<file path="src/sv/midpoint_ellipse_rasterizer_assert.svh">
// Assertion macros shared by the ellipse rasteriser RTL.
// Each macro expects clk_i and rst_ni to be visible where it is used.
`ifndef MIDPOINT_ELLIPSE_RASTERIZER_ASSERT_SVH
`define MIDPOINT_ELLIPSE_RASTERIZER_ASSERT_SVH
`ifndef SYNTHESIS
`define MER_ASSERT_IMP(label, ante, cons, msg) \
  label: assert property (@(posedge clk_i) disable iff (!rst_ni) (ante) |-> (cons)) \
    else $error(msg);
`define MER_ASSERT_ALWAYS(label, cond, msg) \
  label: assert property (@(posedge clk_i) disable iff (!rst_ni) (cond)) \
    else $error(msg);
`else
`define MER_ASSERT_IMP(label, ante, cons, msg)
`define MER_ASSERT_ALWAYS(label, cond, msg)
`endif
`endif

</file>
<file path="src/sv/mer_pkg.sv">
package mer_pkg;

  localparam int COORD_BITS = 10;
  localparam int PIX_BITS   = COORD_BITS + 2;
  localparam int X_BITS     = COORD_BITS + 1;
  localparam int Y_BITS     = COORD_BITS + 2;
  localparam int SQ_BITS    = 2 * COORD_BITS;
  localparam int PROD_BITS  = 3 * COORD_BITS;
  localparam int DELTA_BITS = 3 * COORD_BITS + 3;
  localparam int DEC_BITS   = 4 * COORD_BITS + 8;
  localparam int COLOR_BITS = 8;
  localparam int APB_DATA_BITS = 32;
  localparam int APB_ADDR_BITS = 3;

  // Command codes of the request channel.
  localparam logic CMD_START = 1'b0;
  localparam logic CMD_STEP  = 1'b1;

  // Register index of pixel_color, taken from paddr[2].
  localparam logic REG_PIXEL_COLOR = 1'b0;

  // Control of the shared adder: subtract flag and extra carry in.
  typedef struct packed {
    logic sub;
    logic cin;
  } alu_ctrl_t;

  function automatic logic signed [DEC_BITS-1:0] sext_delta(
    input logic signed [DELTA_BITS-1:0] v);
    sext_delta = {{(DEC_BITS-DELTA_BITS){v[DELTA_BITS-1]}}, v};
  endfunction

  function automatic logic signed [DEC_BITS-1:0] zext_sq(input logic [SQ_BITS-1:0] v);
    zext_sq = {{(DEC_BITS-SQ_BITS){1'b0}}, v};
  endfunction

  function automatic logic signed [DEC_BITS-1:0] zext_prod(input logic [PROD_BITS-1:0] v);
    zext_prod = {{(DEC_BITS-PROD_BITS){1'b0}}, v};
  endfunction

endpackage

</file>
<file path="src/sv/midpoint_ellipse_rasterizer.sv">
// Midpoint ellipse rasteriser. A start request (cmd 0) loads the centre and
// the semiaxes and produces no result; each step request (cmd 1) produces the
// four mirrored pixels of the current point, last set on the fourth, or one
// result with finished and last set once the ellipse is complete or when no
// ellipse is loaded. The block works on one request at a time and drops
// in_stall_o only when it is idle. All arithmetic goes through one registered
// 20x10 multiplier and one shared 48-bit adder under a small sequencer, so
// the adder sets the clock period. A start is accepted, squares both
// semiaxes, forms a_sq*b and sets up the decision term. A step is
// accepted, tests the region, corrects the decision term when it crosses
// into region two, decides, presents the four pixels (waiting while the
// output is stalled) and then advances the decision terms. A finished
// result follows acceptance, the region test and the decision, and waits
// while the output is stalled. The result register lets the next
// request be accepted while the last result still waits to be taken.
// pixel_color is written through the APB-style port at byte address 0 and
// reads back there.
`include "midpoint_ellipse_rasterizer_assert.svh"

module midpoint_ellipse_rasterizer (
  input  logic                                 clk_i,
  input  logic                                 rst_ni,
  // Request channel.
  input  logic                                 in_valid_i,
  output logic                                 in_stall_o,
  input  logic                                 in_cmd_i,
  input  logic [mer_pkg::COORD_BITS-1:0]        in_center_x_i,
  input  logic [mer_pkg::COORD_BITS-1:0]        in_center_y_i,
  input  logic [mer_pkg::COORD_BITS-1:0]        in_semi_a_i,
  input  logic [mer_pkg::COORD_BITS-1:0]        in_semi_b_i,
  // Result channel.
  output logic                                 out_valid_o,
  input  logic                                 out_stall_i,
  output logic signed [mer_pkg::PIX_BITS-1:0]   out_pixel_x_o,
  output logic signed [mer_pkg::PIX_BITS-1:0]   out_pixel_y_o,
  output logic [mer_pkg::COLOR_BITS-1:0]        out_color_o,
  output logic                                 out_last_o,
  output logic                                 out_finished_o,
  // Configuration port.
  input  logic                                 psel,
  input  logic                                 penable,
  input  logic                                 pwrite,
  input  logic [mer_pkg::APB_ADDR_BITS-1:0]     paddr,
  input  logic [mer_pkg::APB_DATA_BITS-1:0]     pwdata,
  output logic [mer_pkg::APB_DATA_BITS-1:0]     prdata,
  output logic                                 pready
);
  import mer_pkg::*;

  // Sequencer states.
  localparam logic [4:0] S_IDLE = 5'd0;
  localparam logic [4:0] S_SQA  = 5'd1;   // multiply a by a
  localparam logic [4:0] S_SQB  = 5'd2;   // store a_sq, multiply b by b
  localparam logic [4:0] S_ASB  = 5'd3;   // store b_sq, multiply a_sq by b
  localparam logic [4:0] S_INI1 = 5'd4;   // decision = b_sq - a_sq*b
  localparam logic [4:0] S_INI2 = 5'd5;   // decision += a_sq/4
  localparam logic [4:0] S_CHK  = 5'd6;   // region switch test, tmp = dx + dy
  localparam logic [4:0] S_COR1 = 5'd7;   // tmp = 3*(a_sq-b_sq)/2 - tmp
  localparam logic [4:0] S_COR2 = 5'd8;   // decision += tmp/2
  localparam logic [4:0] S_ACT  = 5'd9;   // decide between pixels and finished
  localparam logic [4:0] S_FIN  = 5'd10;
  localparam logic [4:0] S_PIX  = 5'd11;
  localparam logic [4:0] S_U1   = 5'd12;
  localparam logic [4:0] S_U2   = 5'd13;
  localparam logic [4:0] S_U3   = 5'd14;
  localparam logic [4:0] S_U4   = 5'd15;
  localparam logic [4:0] S_U5   = 5'd16;
  localparam logic [4:0] S_V1   = 5'd17;
  localparam logic [4:0] S_V2   = 5'd18;
  localparam logic [4:0] S_V3   = 5'd19;
  localparam logic [4:0] S_V4   = 5'd20;
  localparam logic [4:0] S_V5   = 5'd21;

  logic [4:0] state_q, state_d;

  // Ellipse state.
  logic [X_BITS-1:0]            cur_x_q, cur_x_d;
  logic signed [Y_BITS-1:0]     cur_y_q, cur_y_d;
  logic [COORD_BITS-1:0]        ctr_x_q, ctr_x_d;
  logic [COORD_BITS-1:0]        ctr_y_q, ctr_y_d;
  logic [SQ_BITS-1:0]           a_sq_q, a_sq_d;
  logic [SQ_BITS-1:0]           b_sq_q, b_sq_d;
  logic signed [DELTA_BITS-1:0] dx_q, dx_d;
  logic signed [DELTA_BITS-1:0] dy_q, dy_d;
  logic signed [DEC_BITS-1:0]   dec_q, dec_d;
  logic signed [DEC_BITS-1:0]   tmp_q, tmp_d;
  logic                         region_two_q, region_two_d;
  logic                         active_q, active_d;
  logic [COORD_BITS-1:0]        semi_a_q, semi_a_d;
  logic [COORD_BITS-1:0]        semi_b_q, semi_b_d;
  logic [1:0]                   pix_idx_q, pix_idx_d;
  logic [COLOR_BITS-1:0]        color_cfg_q;

  // Result register.
  logic                         out_valid_q, out_valid_d;
  logic signed [PIX_BITS-1:0]   out_px_q, out_px_d;
  logic signed [PIX_BITS-1:0]   out_py_q, out_py_d;
  logic [COLOR_BITS-1:0]        out_col_q, out_col_d;
  logic                         out_last_q, out_last_d;
  logic                         out_fin_q, out_fin_d;

  // Shared units.
  logic [SQ_BITS-1:0]           mul_a;
  logic [COORD_BITS-1:0]        mul_b;
  logic [PROD_BITS-1:0]         prod;
  logic signed [DEC_BITS-1:0]   alu_a, alu_b, alu_sum;
  alu_ctrl_t                    alu_ctrl;

  logic in_accept;
  logic out_free;
  logic cfg_write;

  // Region switch correction term 3*(a_sq - b_sq)/2, truncated toward zero.
  // It is held in a register, as a_sq and b_sq only change on a start.
  logic signed [SQ_BITS+2:0]    sq_diff;
  logic signed [SQ_BITS+2:0]    sq_diff3;
  logic signed [SQ_BITS+2:0]    sq_half_d;
  logic signed [SQ_BITS+2:0]    sq_half_q;

  logic signed [PIX_BITS-1:0]   pix_x_pos, pix_x_neg, pix_y_pos, pix_y_neg;
  logic                         going_dead;

  mer_mul u_mul (
    .clk_i   (clk_i),
    .mul_a_i (mul_a),
    .mul_b_i (mul_b),
    .prod_o  (prod)
  );

  mer_alu u_alu (
    .op_a_i (alu_a),
    .op_b_i (alu_b),
    .ctrl_i (alu_ctrl),
    .sum_o  (alu_sum)
  );

  assign in_stall_o = (state_q != S_IDLE);
  assign in_accept  = in_valid_i && !in_stall_o;
  assign out_free   = !out_valid_q || !out_stall_i;

  // Configuration port: single register, no wait states.
  assign pready    = 1'b1;
  assign cfg_write = psel && penable && pwrite && pready;
  assign prdata    = (paddr[2] == REG_PIXEL_COLOR) ?
                     {{(APB_DATA_BITS-COLOR_BITS){1'b0}}, color_cfg_q} : '0;

  always_ff @(posedge clk_i or negedge rst_ni) begin
    if (!rst_ni) begin
      color_cfg_q <= '0;
    end else if (cfg_write && (paddr[2] == REG_PIXEL_COLOR)) begin
      color_cfg_q <= pwdata[COLOR_BITS-1:0];
    end
  end

  assign sq_diff   = $signed({3'b000, a_sq_q}) - $signed({3'b000, b_sq_q});
  assign sq_diff3  = sq_diff + (sq_diff <<< 1);
  assign sq_half_d = (sq_diff3 + $signed({{(SQ_BITS+2){1'b0}}, sq_diff3[SQ_BITS+2]})) >>> 1;

  // Mirrored coordinates, wrapping modulo the pixel width.
  assign pix_x_pos = $signed({2'b00, ctr_x_q} + {1'b0, cur_x_q});
  assign pix_x_neg = $signed({2'b00, ctr_x_q} - {1'b0, cur_x_q});
  assign pix_y_pos = $signed({2'b00, ctr_y_q}) + cur_y_q;
  assign pix_y_neg = $signed({2'b00, ctr_y_q}) - cur_y_q;

  // The ellipse ends once region two has taken y below zero, or when none is loaded.
  assign going_dead = !active_q || (region_two_q && cur_y_q[Y_BITS-1]);

  always_comb begin
    state_d      = state_q;
    cur_x_d      = cur_x_q;
    cur_y_d      = cur_y_q;
    ctr_x_d      = ctr_x_q;
    ctr_y_d      = ctr_y_q;
    a_sq_d       = a_sq_q;
    b_sq_d       = b_sq_q;
    dx_d         = dx_q;
    dy_d         = dy_q;
    dec_d        = dec_q;
    tmp_d        = tmp_q;
    region_two_d = region_two_q;
    active_d     = active_q;
    semi_a_d     = semi_a_q;
    semi_b_d     = semi_b_q;
    pix_idx_d    = pix_idx_q;
    out_px_d     = out_px_q;
    out_py_d     = out_py_q;
    out_col_d    = out_col_q;
    out_last_d   = out_last_q;
    out_fin_d    = out_fin_q;
    out_valid_d  = out_valid_q && out_stall_i;
    mul_a        = '0;
    mul_b        = '0;
    alu_a        = dec_q;
    alu_b        = '0;
    alu_ctrl     = '{sub: 1'b0, cin: 1'b0};

    case (state_q)
      S_IDLE: begin
        if (in_accept) begin
          if (in_cmd_i == CMD_START) begin
            ctr_x_d  = in_center_x_i;
            ctr_y_d  = in_center_y_i;
            semi_a_d = in_semi_a_i;
            semi_b_d = in_semi_b_i;
            state_d  = S_SQA;
          end else begin
            state_d = S_CHK;
          end
        end
      end
      S_SQA: begin
        mul_a   = {{(SQ_BITS-COORD_BITS){1'b0}}, semi_a_q};
        mul_b   = semi_a_q;
        state_d = S_SQB;
      end
      S_SQB: begin
        a_sq_d  = prod[SQ_BITS-1:0];
        mul_a   = {{(SQ_BITS-COORD_BITS){1'b0}}, semi_b_q};
        mul_b   = semi_b_q;
        state_d = S_ASB;
      end
      S_ASB: begin
        b_sq_d  = prod[SQ_BITS-1:0];
        mul_a   = a_sq_q;
        mul_b   = semi_b_q;
        state_d = S_INI1;
      end
      S_INI1: begin
        alu_a    = zext_sq(b_sq_q);
        alu_b    = zext_prod(prod);
        alu_ctrl = '{sub: 1'b1, cin: 1'b0};
        dec_d    = alu_sum;
        dy_d     = $signed({{(DELTA_BITS-PROD_BITS-1){1'b0}}, prod, 1'b0});
        state_d  = S_INI2;
      end
      S_INI2: begin
        alu_a        = dec_q;
        alu_b        = zext_sq(a_sq_q >> 2);
        dec_d        = alu_sum;
        cur_x_d      = '0;
        cur_y_d      = $signed({2'b00, semi_b_q});
        dx_d         = '0;
        region_two_d = 1'b0;
        active_d     = 1'b1;
        state_d      = S_IDLE;
      end
      S_CHK: begin
        if (active_q && !region_two_q && !(dx_q < dy_q)) begin
          alu_a   = sext_delta(dx_q);
          alu_b   = sext_delta(dy_q);
          tmp_d   = alu_sum;
          state_d = S_COR1;
        end else begin
          state_d = S_ACT;
        end
      end
      S_COR1: begin
        alu_a    = {{(DEC_BITS-SQ_BITS-3){sq_half_q[SQ_BITS+2]}}, sq_half_q};
        alu_b    = tmp_q;
        alu_ctrl = '{sub: 1'b1, cin: 1'b0};
        tmp_d    = alu_sum;
        state_d  = S_COR2;
      end
      S_COR2: begin
        // Halving toward zero: arithmetic shift plus one for odd negatives.
        alu_a        = dec_q;
        alu_b        = tmp_q >>> 1;
        alu_ctrl     = '{sub: 1'b0, cin: tmp_q[DEC_BITS-1] & tmp_q[0]};
        dec_d        = alu_sum;
        region_two_d = 1'b1;
        state_d      = S_ACT;
      end
      S_ACT: begin
        pix_idx_d = '0;
        if (going_dead) begin
          active_d = 1'b0;
          state_d  = S_FIN;
        end else begin
          state_d = S_PIX;
        end
      end
      S_FIN: begin
        if (out_free) begin
          out_valid_d = 1'b1;
          out_px_d    = '0;
          out_py_d    = '0;
          out_col_d   = '0;
          out_last_d  = 1'b1;
          out_fin_d   = 1'b1;
          state_d     = S_IDLE;
        end
      end
      S_PIX: begin
        if (out_free) begin
          out_valid_d = 1'b1;
          out_px_d    = pix_idx_q[0] ? pix_x_neg : pix_x_pos;
          out_py_d    = pix_idx_q[1] ? pix_y_neg : pix_y_pos;
          out_col_d   = color_cfg_q;
          out_last_d  = (pix_idx_q == 2'd3);
          out_fin_d   = 1'b0;
          pix_idx_d   = pix_idx_q + 2'd1;
          if (pix_idx_q == 2'd3) begin
            state_d = region_two_q ? S_V1 : S_U1;
          end
        end
      end
      // Region one: y moves down on a positive decision, x always steps.
      S_U1: begin
        if (dec_q > 0) begin
          alu_a    = sext_delta(dy_q);
          alu_b    = zext_sq(a_sq_q) <<< 1;
          alu_ctrl = '{sub: 1'b1, cin: 1'b0};
          dy_d     = alu_sum[DELTA_BITS-1:0];
          cur_y_d  = cur_y_q - Y_BITS'(1);
          state_d  = S_U2;
        end else begin
          state_d = S_U3;
        end
      end
      S_U2: begin
        alu_b    = sext_delta(dy_q);
        alu_ctrl = '{sub: 1'b1, cin: 1'b0};
        dec_d    = alu_sum;
        state_d  = S_U3;
      end
      S_U3: begin
        alu_a   = sext_delta(dx_q);
        alu_b   = zext_sq(b_sq_q) <<< 1;
        dx_d    = alu_sum[DELTA_BITS-1:0];
        cur_x_d = cur_x_q + X_BITS'(1);
        state_d = S_U4;
      end
      S_U4: begin
        alu_b   = sext_delta(dx_q);
        dec_d   = alu_sum;
        state_d = S_U5;
      end
      S_U5: begin
        alu_b   = zext_sq(b_sq_q);
        dec_d   = alu_sum;
        state_d = S_IDLE;
      end
      // Region two: x moves on a negative decision, y always steps down.
      S_V1: begin
        if (dec_q < 0) begin
          alu_a   = sext_delta(dx_q);
          alu_b   = zext_sq(b_sq_q) <<< 1;
          dx_d    = alu_sum[DELTA_BITS-1:0];
          cur_x_d = cur_x_q + X_BITS'(1);
          state_d = S_V2;
        end else begin
          state_d = S_V3;
        end
      end
      S_V2: begin
        alu_b   = sext_delta(dx_q);
        dec_d   = alu_sum;
        state_d = S_V3;
      end
      S_V3: begin
        alu_a    = sext_delta(dy_q);
        alu_b    = zext_sq(a_sq_q) <<< 1;
        alu_ctrl = '{sub: 1'b1, cin: 1'b0};
        dy_d     = alu_sum[DELTA_BITS-1:0];
        cur_y_d  = cur_y_q - Y_BITS'(1);
        state_d  = S_V4;
      end
      S_V4: begin
        alu_b   = zext_sq(a_sq_q);
        dec_d   = alu_sum;
        state_d = S_V5;
      end
      S_V5: begin
        alu_b    = sext_delta(dy_q);
        alu_ctrl = '{sub: 1'b1, cin: 1'b0};
        dec_d    = alu_sum;
        state_d  = S_IDLE;
      end
      default: begin
        state_d = S_IDLE;
      end
    endcase
  end

  // Control state.
  always_ff @(posedge clk_i or negedge rst_ni) begin
    if (!rst_ni) begin
      state_q      <= S_IDLE;
      cur_x_q      <= '0;
      cur_y_q      <= '0;
      ctr_x_q      <= '0;
      ctr_y_q      <= '0;
      a_sq_q       <= '0;
      b_sq_q       <= '0;
      dx_q         <= '0;
      dy_q         <= '0;
      dec_q        <= '0;
      region_two_q <= 1'b0;
      active_q     <= 1'b0;
      pix_idx_q    <= '0;
      out_valid_q  <= 1'b0;
    end else begin
      state_q      <= state_d;
      cur_x_q      <= cur_x_d;
      cur_y_q      <= cur_y_d;
      ctr_x_q      <= ctr_x_d;
      ctr_y_q      <= ctr_y_d;
      a_sq_q       <= a_sq_d;
      b_sq_q       <= b_sq_d;
      dx_q         <= dx_d;
      dy_q         <= dy_d;
      dec_q        <= dec_d;
      region_two_q <= region_two_d;
      active_q     <= active_d;
      pix_idx_q    <= pix_idx_d;
      out_valid_q  <= out_valid_d;
    end
  end

  // Payload and scratch registers.
  always_ff @(posedge clk_i) begin
    tmp_q      <= tmp_d;
    sq_half_q  <= sq_half_d;
    semi_a_q   <= semi_a_d;
    semi_b_q   <= semi_b_d;
    out_px_q   <= out_px_d;
    out_py_q   <= out_py_d;
    out_col_q  <= out_col_d;
    out_last_q <= out_last_d;
    out_fin_q  <= out_fin_d;
  end

  assign out_valid_o    = out_valid_q;
  assign out_pixel_x_o  = out_px_q;
  assign out_pixel_y_o  = out_py_q;
  assign out_color_o    = out_col_q;
  assign out_last_o     = out_last_q;
  assign out_finished_o = out_fin_q;

  `MER_ASSERT_IMP(a_fin_is_last, out_valid_o && out_finished_o, out_last_o,
    "finished without last")
  `MER_ASSERT_IMP(a_fin_blank, out_valid_o && out_finished_o,
    (out_pixel_x_o == 0) && (out_pixel_y_o == 0) && (out_color_o == 0),
    "finished result carries data")
  `MER_ASSERT_ALWAYS(a_y_floor, !(cur_y_q < -2'sd1), "current y below minus one")
  `MER_ASSERT_IMP(a_pix_active, state_q == S_PIX, active_q, "pixels emitted with no ellipse")

endmodule

</file>
<file path="src/sv/mer_mul.sv">
module mer_mul (
  input  logic                          clk_i,
  input  logic [mer_pkg::SQ_BITS-1:0]    mul_a_i,
  input  logic [mer_pkg::COORD_BITS-1:0] mul_b_i,
  output logic [mer_pkg::PROD_BITS-1:0]  prod_o
);
  import mer_pkg::*;

  logic [PROD_BITS-1:0] prod_d;
  logic [PROD_BITS-1:0] prod_q;

  // Unsigned product, registered before anything uses it.
  assign prod_d = PROD_BITS'({{COORD_BITS{1'b0}}, mul_a_i} * {{SQ_BITS{1'b0}}, mul_b_i});

  always_ff @(posedge clk_i) begin
    prod_q <= prod_d;
  end

  assign prod_o = prod_q;

endmodule

</file>
<file path="src/sv/mer_alu.sv">
module mer_alu (
  input  logic signed [mer_pkg::DEC_BITS-1:0] op_a_i,
  input  logic signed [mer_pkg::DEC_BITS-1:0] op_b_i,
  input  mer_pkg::alu_ctrl_t                  ctrl_i,
  output logic signed [mer_pkg::DEC_BITS-1:0] sum_o
);
  import mer_pkg::*;

  logic [DEC_BITS-1:0] op_b_x;
  logic [DEC_BITS-1:0] carry;

  // Subtraction is addition of the complement with a carry in.
  assign op_b_x = ctrl_i.sub ? ~op_b_i : op_b_i;
  assign carry  = {{(DEC_BITS-1){1'b0}}, ctrl_i.sub | ctrl_i.cin};
  assign sum_o  = $signed(op_a_i + op_b_x + carry);

endmodule
</file>
<file path="config.mk">
export PLATFORM = sky130hd
export DESIGN_NAME = midpoint_ellipse_rasterizer
export DESIGN_NICKNAME = d
export VERILOG_FILES = /design/src/sv/mer_pkg.sv /design/src/sv/midpoint_ellipse_rasterizer.sv /design/src/sv/mer_mul.sv /design/src/sv/mer_alu.sv
export VERILOG_INCLUDE_DIRS = /design/src /design/src/sv
export SDC_FILE = /design/constraint.sdc
export NUM_CORES = 2
export LEC_CHECK = 0
export ABC_AREA = 1
export BUFFER_PORTS_ARGS = -buffer_cell sky130_fd_sc_hd__buf_2
export CORE_UTILIZATION = 55
export CTS_BUF_LIST = sky130_fd_sc_hd__clkbuf_8
export DETAILED_ROUTE_END_ITERATION = 6
export GPL_TIMING_DRIVEN = 0
export PLACE_DENSITY = 0.73
export SLEW_MARGIN = 0
export SYNTH_ARGS = -nofsm -noshare
export SYNTH_HDL_FRONTEND = slang
export SYNTH_SLANG_ARGS = --single-unit
</file>
<file path="constraint.sdc">
create_clock -name clk_i -period 6.7 [get_ports clk_i]
set_input_delay 0.335 -clock clk_i [delete_from_list [all_inputs] [get_ports clk_i]]
set_output_delay 0.335 -clock clk_i [all_outputs]
set_load 0.1 [all_outputs]
</file>
; Word level (Yosys, flattened, before mapping)
; Cells that the tools add are included.
[totals]
reg_bits = 369
word_cells = 174
[op_classes]
addsub = 12
multipliers = 1
order_cmp = 3
eq_ne = 30
n_mux = 57
n_bitwise = 5
n_reduce_logical = 41
[op_table]
columns = cell, count
row1 = $pmux W48 S13, 1
row2 = $pmux W48 S7, 1
row3 = $mux W48, 6
row4 = $pmux W33 S3, 2
row5 = $pmux W48 S2, 1
row6 = $pmux W5 S19, 1
row7 = $mux W12, 6
row8 = $mux W33, 2
row9 = $pmux W20 S3, 1
row10 = $add A48 B1 Y48, 1
row11 = $add A48 B48 Y48, 1
row12 = $gt A48 B1 Y1 const B, 1
row13 = $lt A48 B1 Y1 const B, 1
row14 = $not A48 Y48, 1
row15 = $pmux W12 S2, 2
row16 = $mux W21, 2
row17 = $eq A5 B4 Y1 const B, 8
row18 = $pmux W12 S3, 1
row19 = $lt A33 B33 Y1, 1
row20 = $pmux W11 S3, 1
row21 = $eq A5 B5 Y1 const B, 6
row22 = $mul A20 B10 Y30, 1
row23 = $mux W5, 5
row24 = $mux W8, 3
row25 = 41 further kinds, 93

; Depth between registers and ports, before layout
[depth]
word_depth = 11
ltp_mapped = 36

; Hierarchy
; Synthesis repeated with hierarchy kept, for this count alone.
[hier_totals]
hier_cells = 5125
area_unflattened_um2 = 35044.9
[by_module_without_submodules]
columns = module, n_inst, cells_per_inst, area_each_um2, seq_area_each_um2
row1 = midpoint_ellipse_rasterizer, 1, 3076, 22529.1, 8883.5
row2 = mer_mul, 1, 1097, 7790.0, 600.6
row3 = mer_alu, 1, 952, 4725.8, 0.0

; Worst setup path after synthesis
; Ideal clock, no wire load.
[synth_path]
path_type = reg2reg
startpoint = reg state_q[0]
endpoint = reg u_mul.prod_q[21] (netlist: u_mul.prod_o[21])
setup_ns = 0.112
t_arrival_ns = 5.821
required_time_ns = 6.588
path_slack_ns = 0.766
path_stages_with_launch = 27
path_buffers = 2
synth_period_minus_slack_ns = 5.934
path_cell_list = dfrtp_1 -> buf_4 -> nor2_4 -> nand2_2 -> nor2_2 -> inv_2 -> nand2_2 -> inv_2 -> o21ai_4 -> buf_2 -> nand2_1 -> fa_1 -> fa_1 -> fa_1 -> fa_1 -> inv_1 -> fa_1 -> ha_1 -> nand2_1 -> o21ai_2 -> a21oi_1 -> o21ai_0 -> a21oi_1 -> o21ai_0 -> nand2_1 -> nand3_1 -> nand2_1
[synth_between]
elab_chain_len = 4
word_cells_on_any_way = 7
cone_classes = mul (1) / eq/ne (3) / mux (2) / reduce/logical (1)
[synth_lines]
columns = item, line
row1 = start: declaration, midpoint_ellipse_rasterizer.sv:74  ; logic [4:0] state_q, state_d;
row2 = start signal: assignment, midpoint_ellipse_rasterizer.sv:403  ; state_q <= state_d;
row3 = $eq A5 B2 Y1, midpoint_ellipse_rasterizer.sv:197  ; case (state_q)
row4 = $reduce_or A2 Y1 (no source line), --
row5 = $pmux W10 S2, midpoint_ellipse_rasterizer.sv:197
row6 = $mul A20 B10 Y30 *, mer_mul.sv:13  ; assign prod_d = PROD_BITS'({{COORD_BITS{1'b0}}, mul_a_i} * {{SQ_BITS{1'b0}}, mul_b_i});
row7 = net u_mul.prod_d[21], mer_mul.sv:9  ; logic [PROD_BITS-1:0] prod_d;
row8 = end signal: assignment, mer_mul.sv:16  ; prod_q <= prod_d;
row9 = end: declaration, mer_mul.sv:10  ; logic [PROD_BITS-1:0] prod_q;
; Mark *: on every way through the listed nets, which the timed path passes. The rest lies on a longest branch.
; A chain may end at the register's enable or synchronous reset.

; Worst setup path after layout
[layout_path]
startpoint = reg state_q[0]
endpoint = reg tmp_q[47], data pin
[layout_between]
elab_chain_len = 9
word_cells_on_any_way = 28
cone_classes = add/sub (2) / eq/ne (15) / mux (6) / bitwise (2) / reduce/logical (3)
[layout_lines]
columns = item, line
row1 = $eq A5 B4 Y1 or $eq A5 B5 Y1 (tied branches), midpoint_ellipse_rasterizer.sv:197
row2 = $reduce_or A2 Y1 (no source line), --
row3 = $pmux W48 S13, midpoint_ellipse_rasterizer.sv:197
row4 = $not A48 Y48, mer_alu.sv:13  ; assign op_b_x = ctrl_i.sub ? ~op_b_i : op_b_i;
row5 = $mux W48, mer_alu.sv:13
row6 = $add A48 B48 Y48, mer_alu.sv:15  ; assign sum_o = $signed(op_a_i + op_b_x + carry);
row7 = $add A48 B1 Y48 *, mer_alu.sv:15
row8 = net alu_sum[47], midpoint_ellipse_rasterizer.sv:106  ; logic signed [DEC_BITS-1:0] alu_a, alu_b, alu_sum;
row9 = $mux W48, midpoint_ellipse_rasterizer.sv:248  ; if (active_q && !region_two_q && !(dx_q < dy_q)) begin
row10 = $pmux W48 S2 *, midpoint_ellipse_rasterizer.sv:197
row11 = end signal: assignment, midpoint_ellipse_rasterizer.sv:422  ; tmp_q <= tmp_d;
row12 = end: declaration, midpoint_ellipse_rasterizer.sv:86  ; logic signed [DEC_BITS-1:0] tmp_q, tmp_d;
; Mark *: on every way through the listed nets, which the timed path passes. The rest lies on a longest branch. The select of a mux whose other input is x is not followed.

==> flow_metrics.py <==
metrics = {
    "min_path": {
        "hold_path_depth": 3,
        "hold_class": "in -> reg",
    },
    "global_route": {
        "grt_pass1_wl_um": 175600,
        "antenna_found_initial": 3,
        "grt_pass1_vias": 29750,
        "grtUsageTotal_pct": 40.66,
        "grt_max_degree": 90,
        "grt_remaining_overflow": 0,
    },
    "timing": {
        "finalHoldViolations": 0,
        "period_needed_ps": 6654,
        "slew_viol_final": 0,
        "period_share_pct": 99.31,
        "setup_violations": 0,
        "slew_headroom_pct": 9.036,
        "max_freq_ghz": 0.1503,
        "rsz0062_at_grt": "true",
        "finClkSkew_ps": 31.76,
        "finalSetupTns_ps": 0,
        "tightest_slew_ps": 1364,
    },
    "cts": {
        "cts-htree-levels": 3,
        "cts-root-buf": "clkbuf_8",
        "cts_max_path_buffers": 3,
        "insertion_delay_ps": 690,
        "cts_sinks": 369,
        "path_clk_slew_ps": 60,
        "cts_tree": "done",
        "cts_inserted_buffers": 67,
    },
    "critical_path": {
        "reg2reg_depth": 24,
        "cpMaxStageDelayCell": "clkbuf_1",
        "cp_slowest_stage_delay_ps": 1070,
        "worstPathMaxFanout": 10,
        "worst_ep_arrival_time_ps": 7090,
        "start_kind": "flop",
        "path_class": "reg -> reg",
        "crit_chain": "buf_6, nor2_4, nand2_1, nor2_2, clkbuf_1, a221oi_1, o2111ai_1, a211oi_1, xor2_1, fa_1, inv_1, nand3_1, nand2_1, a21oi_2, o21ai_1, a21oi_1, o21ai_1, nand2_1, nand3_1, inv_1, nand3_1, nand3_1, nand2_1, inv_1",
        "required_ps": 7130,
        "critPathTopFamily": "compound AO/OA/AOI/OAI gates",
        "cp.depth": 24,
        "critPathBufInv": 5,
        "end_kind": "flop",
    },
    "synthesis": {
        "synth_area_leader_cell": "dfrtp_1",
        "netlist.area_leader.share_pct": 17.10,
        "synthTopCellsByArea": "dfrtp_1 (17%), nand2_1 (10%), edfxtp_1 (9.7%)",
        "synthCells": 4064,
        "synth-async-reset-ratio_pct": 58.27,
        "yosysMostFrequentCell": "nand2_1",
        "yosys_warnings": 0,
        "synth-seq-area-share_pct": 30.14,
        "ys_seq_elements": 369,
        "synth.distinct_cells": 73,
        "synth_flop_cell": "dfrtp_1",
        "synth_enable_flop_cells": 102,
        "synth.cell_area_um2": 31460,
        "ys_top_cells_by_count": "nand2_1 (872), inv_1 (638), nor2_1 (309)",
        "avgSynthCellArea_um2": 7.742,
    },
    "detailed_routing": {
        "routed_wl_um": 117500,
        "maxUsedRoutingLayer": "met5",
        "ant_nets": 0,
        "met3_length_um": 14100,
        "met2_length_um": 50390,
        "num_vias": 31000,
        "drc": 2,
        "drt_iter0_drc": 3574,
        "wl_per_cell_um": 22.85,
        "drtPass1Iterations": 7,
        "vias_per_cell": 6.028,
        "m1WireLength_um": 45400,
    },
    "floorplan": {
        "ioPinCount": 152,
        "die_w_um": 241.2,
        "die-area_um2": 58170,
        "placementRows": 87,
        "start_util_pct": 55.69,
        "core_um2": 56500,
        "die_h_um": 241.2,
    },
    "layout": {
        "final_nets": 4768,
        "regArea_um2": 9485,
        "fillers": 5029,
        "syn_to_final_growth_pct": 12.38,
        "layout-drive-gt1-share_pct": 10.45,
        "design_area_um2": 35360,
        "multi_input_area_um2": 19040,
    },
    "job": {
        "max-cap-violations": 0,
    },
    "status": {
        "status": "finished with violations",
        "violations": "DRC",
    },
    "placement": {
        "dpl-instance-area_um2": 33070,
        "dpl.hpwl_um": 88970,
        "io_buffers": 99,
        "gp_congestion": 1.070,
    },
}
==> cell type report <==
cell class	instances	area share, %
Clock inverter	44	0.7749
Timing Repair Buffer	173	3.468
Antenna cell	4	0.02831
Multi-Input combinational cell	2910	53.85
Sequential cell	369	26.83
Buffer	146	2.258
Clock buffer	79	3.075
Tap cell	756	2.675
Inverter	662	7.049
==> path summary, 6_finish.rpt <==
check	start	end	slack (ps)
max reg2reg	state_q[0]	tmp_q[47]	50
min in group asynchronous	rst_ni	color_cfg_q[1]	110
max	state_q[0]	tmp_q[47]	50
min	in_cmd_i	state_q[2]	50
min reg2reg	u_mul.prod_o[0]	a_sq_q[0]	470
max in group asynchronous	rst_ni	dx_q[17]	5240
==> cell usage in the layout (no fill, tap or decap), types with 34 or more instances in the layout <==
| cell type | netlist | routed |
|---|---|---|
| clkbuf_1 | 50 | 48 |
| dfrtp_1 | 215 | 214 |
| inv_1 | 638 | 657 |
| a31oi_1 | 35 | 34 |
| dlygate4sd3_1 | 0 | 50 |
| a221oi_1 | 34 | 34 |
| nand3_1 | 94 | 93 |
| nand2_1 | 872 | 867 |
| o22ai_1 | 40 | 40 |
| edfxtp_1 | 102 | 102 |
| xor2_1 | 151 | 151 |
| dfxtp_1 | 52 | 52 |
| ha_1 | 208 | 207 |
| buf_2 | 61 | 148 |
| a21oi_1 | 250 | 244 |
| clkbuf_8 | 0 | 79 |
| nor2_1 | 309 | 300 |
| fa_1 | 148 | 148 |
| o21ai_1 | 42 | 42 |
| buf_4 | 28 | 55 |
| o211ai_1 | 39 | 39 |
| o21ai_0 | 305 | 302 |
| nor3_1 | 38 | 36 |
==> cells by family (layout without fill, tap and decap cells) <==
group	after synthesis	after routing	share of synthesized area [%]
and+or+nand+nor	1427	1427	18.97
AOI/OAI and AO/OA	920	920	17.74
buffers and inverters	808	1104	10.30
DFF	369	369	30.14
adders and majority gates	356	356	17.69
xor gates and xnor gates	180	180	5.058
other	2	29	0.02387
muxes	2	2	0.07158
==> worst reg2reg max path: cells and delay by family, from the launching register on <==
| kind | cells | cell delay, ps |
|---|---|---|
| xor gates and xnor gates | 1 | 180 |
| AOI/OAI and AO/OA | 7 | 2060 |
| DFF | 1 | 370 |
| adders and majority gates | 1 | 470 |
| and+or+nand+nor | 10 | 1830 |
| buffers and inverters | 5 | 1510 |
==> metal layers <==
metal  GRT usage [%]  up-vias
li1                -    13960
met1           51.66    14650
met2           61.46     1897
met3           11.93      491
met4           23.49        4
met5           1.263        -
==> state kept, by name, summed over array words and instances, names as in the netlist, 11 cells and up <==
signal         count
dy_q              33
out_pixel_x_o     12
u_mul.prod_o      30
tmp_q             48
dx_q              33
cur_x_q           11
out_pixel_y_o     12
sq_half_q         22
dec_q             48
cur_y_q           12
a_sq_q            20
b_sq_q            20
==> per-stage QoR <==
stage               hold WS, ps  worst slack, ps  utilization [%]  cells
floorplan                 39.41            766.4                -   4087
global route              97.48           -28.34            62.57   5139
detailed placement        238.0           -602.4            58.54   4944
finish                    54.81            46.17            62.59   5143
CTS                       29.67            19.68            62.25   5136
global placement          458.9           -614.4            58.39   4942
==> timing repair <==
| item | CTS | global route |
|---|---|---|
| hold buffers | 50 | 0 |
| hold endpoints to repair | 144 | 0 |
| resized for setup | 28 | 42 |
| pin swaps | 8 | 3 |
| setup buffers | 19 | 3 |
| endpoints found under the setup margin | 18 | 17 |
Power is not shown: default switching activity piles up to over one toggle a cycle in this logic, so the estimate is an artifact.
